`config.mk`:
```
export PLATFORM = sky130hd
export DESIGN_NAME = stepped_frequency_ramp_unit
export DESIGN_NICKNAME = d
export VERILOG_FILES = /design/src/hdl/sfr_pkg.sv /design/src/hdl/sfr_alu.sv /design/src/hdl/sfr_cfg.sv /design/src/hdl/stepped_frequency_ramp_unit.sv
export SDC_FILE = /design/constraint.sdc
export NUM_CORES = 1
export LEC_CHECK = 0
export ABC_AREA = 1
export BUFFER_PORTS_ARGS = -buffer_cell sky130_fd_sc_hd__buf_2
export CORE_AREA = 2 2 236 238
export CTS_CLUSTER_DIAMETER = 200
export DETAILED_ROUTE_END_ITERATION = 6
export DIE_AREA = 0 0 238 240
export GPL_TIMING_DRIVEN = 1
export PLACE_DENSITY = 0.59
export SYNTH_ARGS = -nofsm -noshare
export SYNTH_HDL_FRONTEND = slang
export SYNTH_SLANG_ARGS = --single-unit
```
`constraint.sdc`:
```
create_clock -name clk_i -period 8.5 [get_ports clk_i]
set_input_delay 0.425 -clock clk_i [delete_from_list [all_inputs] [get_ports clk_i]]
set_output_delay 0.425 -clock clk_i [all_outputs]
set_load 0.02 [all_outputs]
```
`src/hdl/sfr_pkg.sv`:
```
// Shared types, constants and a helper function for the stepped frequency ramp unit.
package sfr_pkg;

  // Default width of time values and interval products.
  localparam int unsigned TIME_BITS_DEF = 32;

  // Configuration port.
  localparam int unsigned CFG_ADDR_W = 3;
  localparam int unsigned CFG_DATA_W = 32;

  localparam logic [CFG_ADDR_W-1:0] REG_START_FREQ  = 3'd0;
  localparam logic [CFG_ADDR_W-1:0] REG_STEP_COUNT  = 3'd1;
  localparam logic [CFG_ADDR_W-1:0] REG_STEP_SIZE   = 3'd2;
  localparam logic [CFG_ADDR_W-1:0] REG_STEP_IVAL   = 3'd3;
  localparam logic [CFG_ADDR_W-1:0] REG_MOVE_TIME   = 3'd4;

  // Field widths.
  localparam int unsigned FREQ_W   = 16;
  localparam int unsigned COUNT_W  = 8;
  localparam int unsigned IVAL_W   = 24;
  localparam int unsigned MTIME_W  = 32;
  localparam int unsigned CMD_W    = 8;
  localparam int unsigned ELAPSE_W = 32;

  // Register reset values.
  localparam logic [FREQ_W-1:0]  START_FREQ_RST = 16'd400;
  localparam logic [COUNT_W-1:0] STEP_COUNT_RST = 8'd32;
  localparam logic [FREQ_W-1:0]  STEP_SIZE_RST  = 16'd100;
  localparam logic [IVAL_W-1:0]  STEP_IVAL_RST  = 24'd10000;
  localparam logic [MTIME_W-1:0] MOVE_TIME_RST  = 32'd0;

  // Request kinds carried on the input tuser.
  localparam logic REQ_EVAL = 1'b0;
  localparam logic REQ_STOP = 1'b1;

  // Sequencer step counts: shift-add multiply over the 8-bit count or level,
  // restoring division producing a 10-bit quotient (bit 9 flags "512 or more").
  localparam int unsigned MUL_STEPS = 8;
  localparam int unsigned DIV_STEPS = 10;
  localparam int unsigned QUO_W     = 10;
  localparam int unsigned STEP_CNT_W = 4;

  // Command byte: frequency / 20, saturated at 255. For frequencies below 5120
  // the quotient is (f * 3277) >> 16, exact for every f below 16384.
  localparam logic [FREQ_W-1:0] CMD_SAT_FREQ = 16'd5120;
  localparam int unsigned       CMD_IN_W     = 13;
  localparam int unsigned       CMD_PROD_W   = 25;
  localparam logic [CMD_PROD_W-1:0] CMD_RECIP = 25'd3277;

  typedef struct packed {
    logic [FREQ_W-1:0]  start_freq;
    logic [COUNT_W-1:0] step_count;
    logic [FREQ_W-1:0]  step_size;
    logic [IVAL_W-1:0]  step_ival;
    logic [MTIME_W-1:0] move_time;
  } cfg_t;

  function automatic logic [CMD_W-1:0] cmd_of_freq(input logic [FREQ_W-1:0] f);
    logic [CMD_PROD_W-1:0] prod;
    prod = CMD_PROD_W'(f[CMD_IN_W-1:0]) * CMD_RECIP;
    if (f >= CMD_SAT_FREQ) begin
      return {CMD_W{1'b1}};
    end
    return prod[23:16];
  endfunction

endpackage

```
`src/hdl/sfr_alu.sv`:
```
// Shared adder/subtractor used by the sequencer for its multiply, division and compare steps.
module sfr_alu #(
  parameter int unsigned W = 41
) (
  input  logic [W-1:0] a_i,
  input  logic [W-1:0] b_i,
  input  logic         sub_i,
  output logic [W-1:0] res_o,
  output logic         co_o
);

  logic [W:0] full;

  // For a subtraction the top bit is the borrow, set when a is below b.
  always_comb begin
    if (sub_i) begin
      full = {1'b0, a_i} - {1'b0, b_i};
    end else begin
      full = {1'b0, a_i} + {1'b0, b_i};
    end
  end

  assign res_o = full[W-1:0];
  assign co_o  = full[W];

endmodule

```
`src/hdl/sfr_cfg.sv`:
```
// Configuration register file of the stepped frequency ramp unit.
module sfr_cfg (
  input  logic                           clk_i,
  input  logic                           rst_ni,
  input  logic                           cfg_we_i,
  input  logic [sfr_pkg::CFG_ADDR_W-1:0] cfg_addr_i,
  input  logic [sfr_pkg::CFG_DATA_W-1:0] cfg_wdata_i,
  output sfr_pkg::cfg_t                  cfg_o
);

  sfr_pkg::cfg_t cfg_q;

  always_ff @(posedge clk_i or negedge rst_ni) begin
    if (!rst_ni) begin
      cfg_q.start_freq <= sfr_pkg::START_FREQ_RST;
      cfg_q.step_count <= sfr_pkg::STEP_COUNT_RST;
      cfg_q.step_size  <= sfr_pkg::STEP_SIZE_RST;
      cfg_q.step_ival  <= sfr_pkg::STEP_IVAL_RST;
      cfg_q.move_time  <= sfr_pkg::MOVE_TIME_RST;
    end else if (cfg_we_i) begin
      case (cfg_addr_i)
        sfr_pkg::REG_START_FREQ: cfg_q.start_freq <= cfg_wdata_i[sfr_pkg::FREQ_W-1:0];
        sfr_pkg::REG_STEP_COUNT: cfg_q.step_count <= cfg_wdata_i[sfr_pkg::COUNT_W-1:0];
        sfr_pkg::REG_STEP_SIZE:  cfg_q.step_size  <= cfg_wdata_i[sfr_pkg::FREQ_W-1:0];
        sfr_pkg::REG_STEP_IVAL:  cfg_q.step_ival  <= cfg_wdata_i[sfr_pkg::IVAL_W-1:0];
        sfr_pkg::REG_MOVE_TIME:  cfg_q.move_time  <= cfg_wdata_i[sfr_pkg::MTIME_W-1:0];
        default: ;
      endcase
    end
  end

  assign cfg_o = cfg_q;

endmodule

```
`src/hdl/stepped_frequency_ramp_unit.sv`:
```
// Stepped trapezoidal frequency ramp: top level with the step sequencer.
// A stop word goes straight from the idle state to the output stage.
// One input word is handled at a time; the shared adder runs the ramp-length multiply,
// the level division and the frequency multiply in turn.
// The next word is accepted in the cycle after the previous one finishes.
// Reset (rst_ni low, asynchronous) clears the sequencer, the output valid and the
// stored frequency, and loads the registers with their default values.
module stepped_frequency_ramp_unit #(
  parameter int unsigned TIME_BITS = sfr_pkg::TIME_BITS_DEF
) (
  input  logic                           clk_i,
  input  logic                           rst_ni,
  // Input words.
  input  logic                           s_axis_tvalid,
  output logic                           s_axis_tready,
  input  logic [31:0]                    s_axis_tdata,   // [31:0] elapsed_us
  input  logic [0:0]                     s_axis_tuser,   // [0] req_type
  // Result words.
  output logic                           m_axis_tvalid,
  input  logic                           m_axis_tready,
  output logic [23:0]                    m_axis_tdata,   // [7:0] command_byte, [23:8] frequency
  // Configuration writes.
  input  logic                           cfg_we_i,
  input  logic [sfr_pkg::CFG_ADDR_W-1:0] cfg_addr_i,
  input  logic [sfr_pkg::CFG_DATA_W-1:0] cfg_wdata_i
);

  // Time values live in TW bits; the shared adder is wide enough to hold the
  // interval shifted left by nine bits for the first division step.
  localparam int unsigned TW = TIME_BITS;
  localparam int unsigned UW = TIME_BITS + sfr_pkg::DIV_STEPS - 1;
  localparam int unsigned XW = (TIME_BITS > 32) ? TIME_BITS : 32;
  localparam logic [TW-1:0] TMAX = {TW{1'b1}};
  localparam int unsigned FW = sfr_pkg::FREQ_W;
  localparam int unsigned CW = sfr_pkg::COUNT_W;
  localparam int unsigned KW = sfr_pkg::STEP_CNT_W;
  localparam int unsigned QW = sfr_pkg::QUO_W;

  // Sequencer states.
  localparam logic [3:0] ST_IDLE = 4'd0;
  localparam logic [3:0] ST_RAMP = 4'd1;  // ramp length = interval * count
  localparam logic [3:0] ST_CHK1 = 4'd2;  // target - ramp length
  localparam logic [3:0] ST_CHK2 = 4'd3;  // elapsed below that difference?
  localparam logic [3:0] ST_CHK3 = 4'd4;  // target - elapsed, past target?
  localparam logic [3:0] ST_DIV  = 4'd5;  // level = numerator / interval
  localparam logic [3:0] ST_LVL  = 4'd6;  // cap or reject the level
  localparam logic [3:0] ST_MUL  = 4'd7;  // start + step * level
  localparam logic [3:0] ST_CMD  = 4'd8;  // saturate, compare, hand off

  // Saturate a 32-bit time value into TW bits.
  function automatic logic [TW-1:0] sat_time(input logic [31:0] v);
    logic [XW-1:0] ext;
    ext = XW'(v);
    if (ext > XW'(TMAX)) begin
      return TMAX;
    end
    return ext[TW-1:0];
  endfunction

  sfr_pkg::cfg_t cfg;

  sfr_cfg u_cfg (
    .clk_i      (clk_i),
    .rst_ni     (rst_ni),
    .cfg_we_i   (cfg_we_i),
    .cfg_addr_i (cfg_addr_i),
    .cfg_wdata_i(cfg_wdata_i),
    .cfg_o      (cfg)
  );

  logic [3:0]    st_q;
  logic [TW-1:0] t_q, tgt_q, iv_q;
  logic [UW-1:0] acc_q;     // product accumulator, then remainder
  logic [UW-1:0] dv_q;      // shifting multiplicand or divisor
  logic [CW-1:0] cnt_q;     // multiplier bits, consumed from the bottom
  logic [KW-1:0] k_q;
  logic [QW-1:0] q_q;
  logic          ramp_ok_q, up_q, force_q;
  logic [FW-1:0] cur_q;
  logic          m_valid_q;
  logic [FW-1:0] m_freq_q;
  logic [sfr_pkg::CMD_W-1:0] m_cmd_q;

  logic [UW-1:0] alu_a, alu_b, alu_res;
  logic          alu_sub, alu_co;

  sfr_alu #(.W(UW)) u_alu (
    .a_i  (alu_a),
    .b_i  (alu_b),
    .sub_i(alu_sub),
    .res_o(alu_res),
    .co_o (alu_co)
  );

  logic [TW-1:0] ramp_sat;
  logic [FW-1:0] fr_sat;
  logic [sfr_pkg::CMD_W-1:0] fr_cmd;
  logic          emit_w, out_free, s_fire, q_over, out_load;

  assign ramp_sat = (acc_q[UW-1:TW] != '0) ? TMAX : acc_q[TW-1:0];
  assign fr_sat   = (acc_q[UW-1:FW] != '0) ? {FW{1'b1}} : acc_q[FW-1:0];
  assign fr_cmd   = sfr_pkg::cmd_of_freq(fr_sat);
  assign emit_w   = force_q || (fr_sat != cur_q);
  assign out_free = !m_valid_q || m_axis_tready;
  assign q_over   = q_q > QW'(cfg.step_count);
  // A new result word enters the output register in this cycle.
  assign out_load = (st_q == ST_CMD) && emit_w && out_free;

  assign s_axis_tready = (st_q == ST_IDLE);
  assign s_fire        = s_axis_tvalid && s_axis_tready;

  // Operand selection for the shared adder.
  always_comb begin
    alu_a   = '0;
    alu_b   = '0;
    alu_sub = 1'b0;
    case (st_q)
      ST_RAMP, ST_MUL: begin
        alu_a = acc_q;
        alu_b = dv_q;
      end
      ST_CHK1: begin
        alu_a   = UW'(tgt_q);
        alu_b   = UW'(ramp_sat);
        alu_sub = 1'b1;
      end
      ST_CHK2: begin
        alu_a   = UW'(t_q);
        alu_b   = UW'(acc_q[TW-1:0]);
        alu_sub = 1'b1;
      end
      ST_CHK3: begin
        alu_a   = UW'(tgt_q);
        alu_b   = UW'(t_q);
        alu_sub = 1'b1;
      end
      ST_DIV: begin
        alu_a   = acc_q;
        alu_b   = dv_q;
        alu_sub = 1'b1;
      end
      default: ;
    endcase
  end

  // Control state.
  always_ff @(posedge clk_i or negedge rst_ni) begin
    if (!rst_ni) begin
      st_q      <= ST_IDLE;
      m_valid_q <= 1'b0;
      cur_q     <= '0;
    end else begin
      // A word loaded in the same cycle as the old one drains keeps valid high.
      if (out_load) begin
        m_valid_q <= 1'b1;
      end else if (m_axis_tready) begin
        m_valid_q <= 1'b0;
      end
      case (st_q)
        ST_IDLE: begin
          if (s_fire) begin
            st_q <= (s_axis_tuser[0] == sfr_pkg::REQ_STOP) ? ST_CMD : ST_RAMP;
          end
        end
        ST_RAMP: begin
          if (k_q == KW'(sfr_pkg::MUL_STEPS - 1)) begin
            st_q <= ST_CHK1;
          end
        end
        ST_CHK1: st_q <= ST_CHK2;
        ST_CHK2: begin
          if (ramp_ok_q && alu_co) begin
            st_q <= (iv_q == '0) ? ST_IDLE : ST_DIV;
          end else begin
            st_q <= ST_CHK3;
          end
        end
        ST_CHK3: begin
          if (alu_co) begin
            st_q <= ST_CMD;
          end else if (iv_q == '0) begin
            st_q <= ST_MUL;
          end else begin
            st_q <= ST_DIV;
          end
        end
        ST_DIV: begin
          if (k_q == KW'(sfr_pkg::DIV_STEPS - 1)) begin
            st_q <= ST_LVL;
          end
        end
        ST_LVL: st_q <= (up_q && q_over) ? ST_IDLE : ST_MUL;
        ST_MUL: begin
          if (k_q == KW'(sfr_pkg::MUL_STEPS - 1)) begin
            st_q <= ST_CMD;
          end
        end
        ST_CMD: begin
          if (!emit_w) begin
            st_q <= ST_IDLE;
          end else if (out_free) begin
            cur_q <= fr_sat;
            st_q  <= ST_IDLE;
          end
        end
        default: st_q <= ST_IDLE;
      endcase
    end
  end

  // Datapath registers.
  always_ff @(posedge clk_i) begin
    case (st_q)
      ST_IDLE: begin
        if (s_fire) begin
          t_q     <= sat_time(s_axis_tdata);
          tgt_q   <= sat_time(cfg.move_time);
          iv_q    <= sat_time(32'(cfg.step_ival));
          acc_q   <= '0;
          dv_q    <= UW'(sat_time(32'(cfg.step_ival)));
          cnt_q   <= cfg.step_count;
          k_q     <= '0;
          force_q <= (s_axis_tuser[0] == sfr_pkg::REQ_STOP);
        end
      end
      ST_RAMP, ST_MUL: begin
        if (cnt_q[0]) begin
          acc_q <= alu_res;
        end
        dv_q  <= {dv_q[UW-2:0], 1'b0};
        cnt_q <= cnt_q >> 1;
        k_q   <= k_q + KW'(1);
      end
      ST_CHK1: begin
        ramp_ok_q <= !alu_co;
        acc_q     <= alu_res;
      end
      ST_CHK2: begin
        up_q  <= ramp_ok_q && alu_co;
        acc_q <= UW'(t_q);
        dv_q  <= UW'(iv_q) << (sfr_pkg::DIV_STEPS - 1);
        q_q   <= '0;
        k_q   <= '0;
      end
      ST_CHK3: begin
        k_q <= '0;
        if (alu_co) begin
          // Past the target: the frequency drops to zero.
          acc_q <= '0;
        end else if (iv_q == '0) begin
          acc_q <= UW'(cfg.start_freq);
          dv_q  <= UW'(cfg.step_size);
          cnt_q <= cfg.step_count;
        end else begin
          acc_q <= alu_res;
          dv_q  <= UW'(iv_q) << (sfr_pkg::DIV_STEPS - 1);
          q_q   <= '0;
        end
      end
      ST_DIV: begin
        if (!alu_co) begin
          acc_q <= alu_res;
        end
        q_q  <= {q_q[QW-2:0], !alu_co};
        dv_q <= dv_q >> 1;
        k_q  <= k_q + KW'(1);
      end
      ST_LVL: begin
        acc_q <= UW'(cfg.start_freq);
        dv_q  <= UW'(cfg.step_size);
        cnt_q <= q_over ? cfg.step_count : q_q[CW-1:0];
        k_q   <= '0;
      end
      ST_CMD: begin
        if (emit_w && out_free) begin
          m_freq_q <= fr_sat;
          m_cmd_q  <= fr_cmd;
        end
      end
      default: ;
    endcase
  end

  assign m_axis_tvalid = m_valid_q;
  assign m_axis_tdata  = {m_freq_q, m_cmd_q};

`ifndef SYNTH
  // The command byte is the frequency divided by twenty, or saturated.
  a_cmd_matches_freq: assert property (@(posedge clk_i) disable iff (!rst_ni)
    m_axis_tvalid |-> (m_cmd_q == 8'd255) ||
      (((20'(m_cmd_q) * 20'd20) <= 20'(m_freq_q)) &&
       (20'(m_freq_q) < (20'(m_cmd_q) * 20'd20 + 20'd20))))
    else $error("command byte does not match frequency");

  // A handed-off word updates the stored frequency to the same value.
  a_cur_tracks_out: assert property (@(posedge clk_i) disable iff (!rst_ni)
    (st_q == ST_CMD && emit_w && out_free) |=> (cur_q == m_freq_q) && m_axis_tvalid)
    else $error("stored frequency differs from emitted word");

  // The division never runs past its last quotient bit.
  a_div_bound: assert property (@(posedge clk_i) disable iff (!rst_ni)
    (st_q == ST_DIV) |-> (k_q < KW'(sfr_pkg::DIV_STEPS)))
    else $error("division step counter out of range");

  // A stop word always reaches the output stage next.
  a_stop_path: assert property (@(posedge clk_i) disable iff (!rst_ni)
    (s_fire && s_axis_tuser[0] == sfr_pkg::REQ_STOP) |=> (st_q == ST_CMD) && force_q)
    else $error("stop word did not go to output stage");
`endif

endmodule
```
==> load_flow_metrics.sql <==
INSERT INTO impl_metrics (metric_group, metric, value, unit) VALUES
('outcome', 'status', 'complete, no violations', ''),
('flow_run', 'cap_violations', '0', ''),
('final_layout', 'multiInputGateArea', '0.01054', 'mm2'),
('final_layout', 'insertedDiodeCount', '0', ''),
('critical_path', 'worstSetupEndpointType', 'register', ''),
('clocking', 'cts.reportedPaths.clkPinSlew', '0.06', 'ns'),
('synthesis', 'async_flop_share', '34.82', '%'),
('critical_path', 'timing.critical_path.max_delay_family', 'simple AND/OR/NAND/NOR gates', ''),
('place', 'finalWeightedCongestion', '0.9707', ''),
('grt', 'grt_pass1_wl', '103100', 'um'),
('final_layout', 'number_of_fill_cells_in_the_layout', '5440', ''),
('place', 'dpl.cell_count', '3283', ''),
('critical_path', 'slowest_stage', 'sky130_fd_sc_hd__nor2_4', ''),
('sta', 'final_hold_viol_count', '0', ''),
('critical_path', 'critical_path_buf_inv_count', '6', ''),
('floorplan', 'initial_core_utilization', '39.68', '%'),
('synthesis', 'most_common_cell_in_the_synthesized_netlist', 'sky130_fd_sc_hd__nand2_1', ''),
('sta', 'finalCritPeriodShare', '81.64', '%'),
('synthesis', 'synth_sequential_area_ratio', '43.88', '%'),
('sta', 'timing.fmax', '144.1', 'MHz'),
('grt', 'global_route.overflow_total', '0', ''),
('synthesis', 'syn_inst', '2531', ''),
('critical_path', 'crit_required', '8.77', 'ns'),
('route', 'routed_wl', '66840', 'um'),
('route', 'drc_violation_total_after_the_first_tritonroute_iteration', '1643', ''),
('floorplan', 'fp.dieArea', '0.05712', 'mm2'),
('sta', 'worst_slew_pin_slew', '1.214', 'ns'),
('sta', 'period_needed', '6.940', 'ns'),
('grt', 'grt_max_degree', '79', ''),
('synthesis', 'post-synth-top-area-fraction', '30.32', '%'),
('sta', 'grt_setup_unrepaired', 'false', ''),
('critical_path', 'cpPeakStageDelay', '0.58', 'ns'),
('route', 'post_drt_via_cell_ratio', '5.314', ''),
('synthesis', 'syn_avg_cell_area', '8.571', 'um2'),
('floorplan', 'die_height', '240', 'um'),
('route', 'drtPass1Iterations', '6', ''),
('critical_path', 'cp_max_fo', '33', ''),
('sta', 'timing.final.setup_violations', '0', ''),
('clocking', 'tritoncts_clock_tree', 'done', ''),
('critical_path', 'worstSetupStartpointType', 'register', ''),
('clocking', 'cts.root.buffer_cell', 'sky130_fd_sc_hd__clkbuf_16', ''),
('worst_hold_path', 'hold_path.class', 'primary input to register', ''),
('floorplan', 'core.rowCount', '86', ''),
('route', 'vias', '17870', ''),
('route', 'drc', '0', ''),
('place', 'detailed_place.area', '0.02294', 'mm2'),
('floorplan', 'chip_width', '238', 'um'),
('pwr', 'cellPowerDensity', '461.8', 'mW/mm2'),
('final_layout', 'ff_latch_area', '0.009519', 'mm2'),
('clocking', 'max-clock-path-buffers', '3', ''),
('floorplan', 'core-area', '0.05466', 'mm2'),
('synthesis', 'synthTopCellsByCount', 'sky130_fd_sc_hd__nand2_1, sky130_fd_sc_hd__inv_1, sky130_fd_sc_hd__edfxtp_1', ''),
('grt', 'globalRouteTotalUtil', '23.66', '%'),
('pwr', 'max-vdd-ir-drop', '225.5', 'uV'),
('synthesis', 'synth-warning-count', '0', ''),
('final_layout', 'drive_gt1_share', '10.15', '%'),
('clocking', 'numCtsBuffers', '39', ''),
('synthesis', 'number_of_distinct_standard_cells_referenced_by_the_synthesized_netlist', '54', ''),
('floorplan', 'design.portCount', '99', ''),
('sta', 'relSlewSlack', '18.45', '%'),
('synthesis', 'netlist_top_cells_area', 'sky130_fd_sc_hd__edfxtp_1, sky130_fd_sc_hd__dfrtp_1, sky130_fd_sc_hd__nand2_1', ''),
('synthesis', 'syn_area', '0.02169', 'mm2'),
('grt', 'antenna_found_initial', '0', ''),
('synthesis', 'syn-num-nets', '2792', ''),
('grt', 'grt_pass1_vias', '17430', ''),
('place', 'io_buffer_count', '98', ''),
('synthesis', 'synthDominantAreaCellType', 'sky130_fd_sc_hd__edfxtp_1', ''),
('synthesis', 'ys_ff_latch', '336', ''),
('final_layout', 'final_net_count', '2889', ''),
('sta', 'clock-skew-final', '0.02003', 'ns'),
('critical_path', 'worst_ep_arrival_time', '7.21', 'ns');
[cells by family (layout without fill, tap and decap cells)]
kind of cell | count (synthesis) | count (layout) | share of synthesized area [%]
XOR/XNOR | 83 | 83 | 3.351
flip-flops | 336 | 336 | 43.88
buffers and inverters | 429 | 557 | 7.694
adder cells (fa/ha/maj) | 188 | 188 | 12.37
AO/OA/AOI/OAI | 489 | 489 | 13.18
AND/OR/NAND/NOR | 998 | 998 | 19.11
multiplexers | 8 | 8 | 0.4153
[sequential cells by signal, indices dropped and copies added (netlist names)]
name	cells
up_q	1
iv_q	24
acc_q	41
m_cmd_q	8
k_q	4
force_q	1
q_q	10
tgt_q	32
ramp_ok_q	1
t_q	32
cnt_q	8
cur_q	16
m_freq_q	16
u_cfg.cfg_o	96
dv_q	41
st_q	4
m_axis_tvalid	1
[cells in the final DEF (no fill, tap or decap), types with 7 or more instances in the layout]
| cell type | count |
|---|---|
| sky130_fd_sc_hd__a21o_1 | 13 |
| sky130_fd_sc_hd__nor2_2 | 8 |
| sky130_fd_sc_hd__xor2_1 | 44 |
| sky130_fd_sc_hd__nor3_1 | 12 |
| sky130_fd_sc_hd__dfrtp_1 | 105 |
| sky130_fd_sc_hd__o211ai_1 | 40 |
| sky130_fd_sc_hd__nor4_1 | 7 |
| sky130_fd_sc_hd__o21a_1 | 7 |
| sky130_fd_sc_hd__o21ai_2 | 18 |
| sky130_fd_sc_hd__nor2_1 | 212 |
| sky130_fd_sc_hd__nand3_1 | 89 |
| sky130_fd_sc_hd__nand4_1 | 24 |
| sky130_fd_sc_hd__mux2_2 | 8 |
| sky130_fd_sc_hd__buf_2 | 97 |
| sky130_fd_sc_hd__edfxtp_1 | 219 |
| sky130_fd_sc_hd__a21oi_1 | 115 |
| sky130_fd_sc_hd__fa_1 | 44 |
| sky130_fd_sc_hd__xnor2_1 | 39 |
| sky130_fd_sc_hd__o22ai_1 | 9 |
| sky130_fd_sc_hd__dlygate4sd3_1 | 8 |
| sky130_fd_sc_hd__o21ai_0 | 211 |
| sky130_fd_sc_hd__clkbuf_1 | 14 |
| sky130_fd_sc_hd__a31oi_1 | 19 |
| sky130_fd_sc_hd__a22oi_1 | 13 |
| sky130_fd_sc_hd__nand2_1 | 597 |
| sky130_fd_sc_hd__inv_1 | 347 |
| sky130_fd_sc_hd__ha_1 | 144 |
| sky130_fd_sc_hd__o21bai_1 | 12 |
| sky130_fd_sc_hd__clkbuf_16 | 41 |
| sky130_fd_sc_hd__a21boi_0 | 11 |
| sky130_fd_sc_hd__dfstp_2 | 12 |
| sky130_fd_sc_hd__buf_4 | 24 |
| sky130_fd_sc_hd__or2_2 | 17 |
| sky130_fd_sc_hd__nand3b_1 | 9 |
[final timing paths]
check                           slack (ns)              from         endpoint  depth (start not counted)
min in group asynchronous             0.46            rst_ni  u_cfg.cfg_o[25]                          2
worst min-delay path                  0.03  s_axis_tdata[11]          t_q[11]                          1
worst max-delay path                  1.56           st_q[0]         dv_q[28]                         34
worst min register to register        0.44   u_cfg.cfg_o[14]        tgt_q[14]                          0
worst max register to register        1.56           st_q[0]         dv_q[28]                         34
max in group asynchronous             6.64            rst_ni         cur_q[4]                          3
[area by class of cell]
type | instances | area share [%]
clock buffers | 56 | 4.497
multi-input cells | 1766 | 43.38
clock inverters | 16 | 0.7366
flip-flops and latches | 336 | 39.19
repair buffers | 129 | 3.070
well taps | 704 | 3.626
inverters | 356 | 5.501
[routing by layer]
layer  vias to the layer above  wire, um  track usage [%]
met5                         -         0                0
met4                         0      1387            6.345
met3                        81      4464            2.778
met2                       627     29140            36.10
met1                      8547     31850            35.52
li1                       8615         -                -
[through the flow]
stage          util [%]  hold slack [ns]  setup WS (ns)
3_3_place_gp      41.96           0.4243          1.649
6_report          44.44          0.02663          1.560
3_5_place_dp      41.96           0.4290          1.649
2_1_floorplan         -           0.1294          2.197
5_1_grt           44.44         0.001545         0.9162
4_1_cts           44.38         0.002008          1.618
[where the power goes]
group,internal [uW],switching (uW)
combinational,2010,4570
sequential,2580,365
clock,993,703
total,5580,5640
[what timing repair did]
action,CTS,global route
gates resized for setup,0,0
hold endpoints to repair,5,4
hold buffers,5,3
Note: power is estimated with default switching activity, not from simulation.
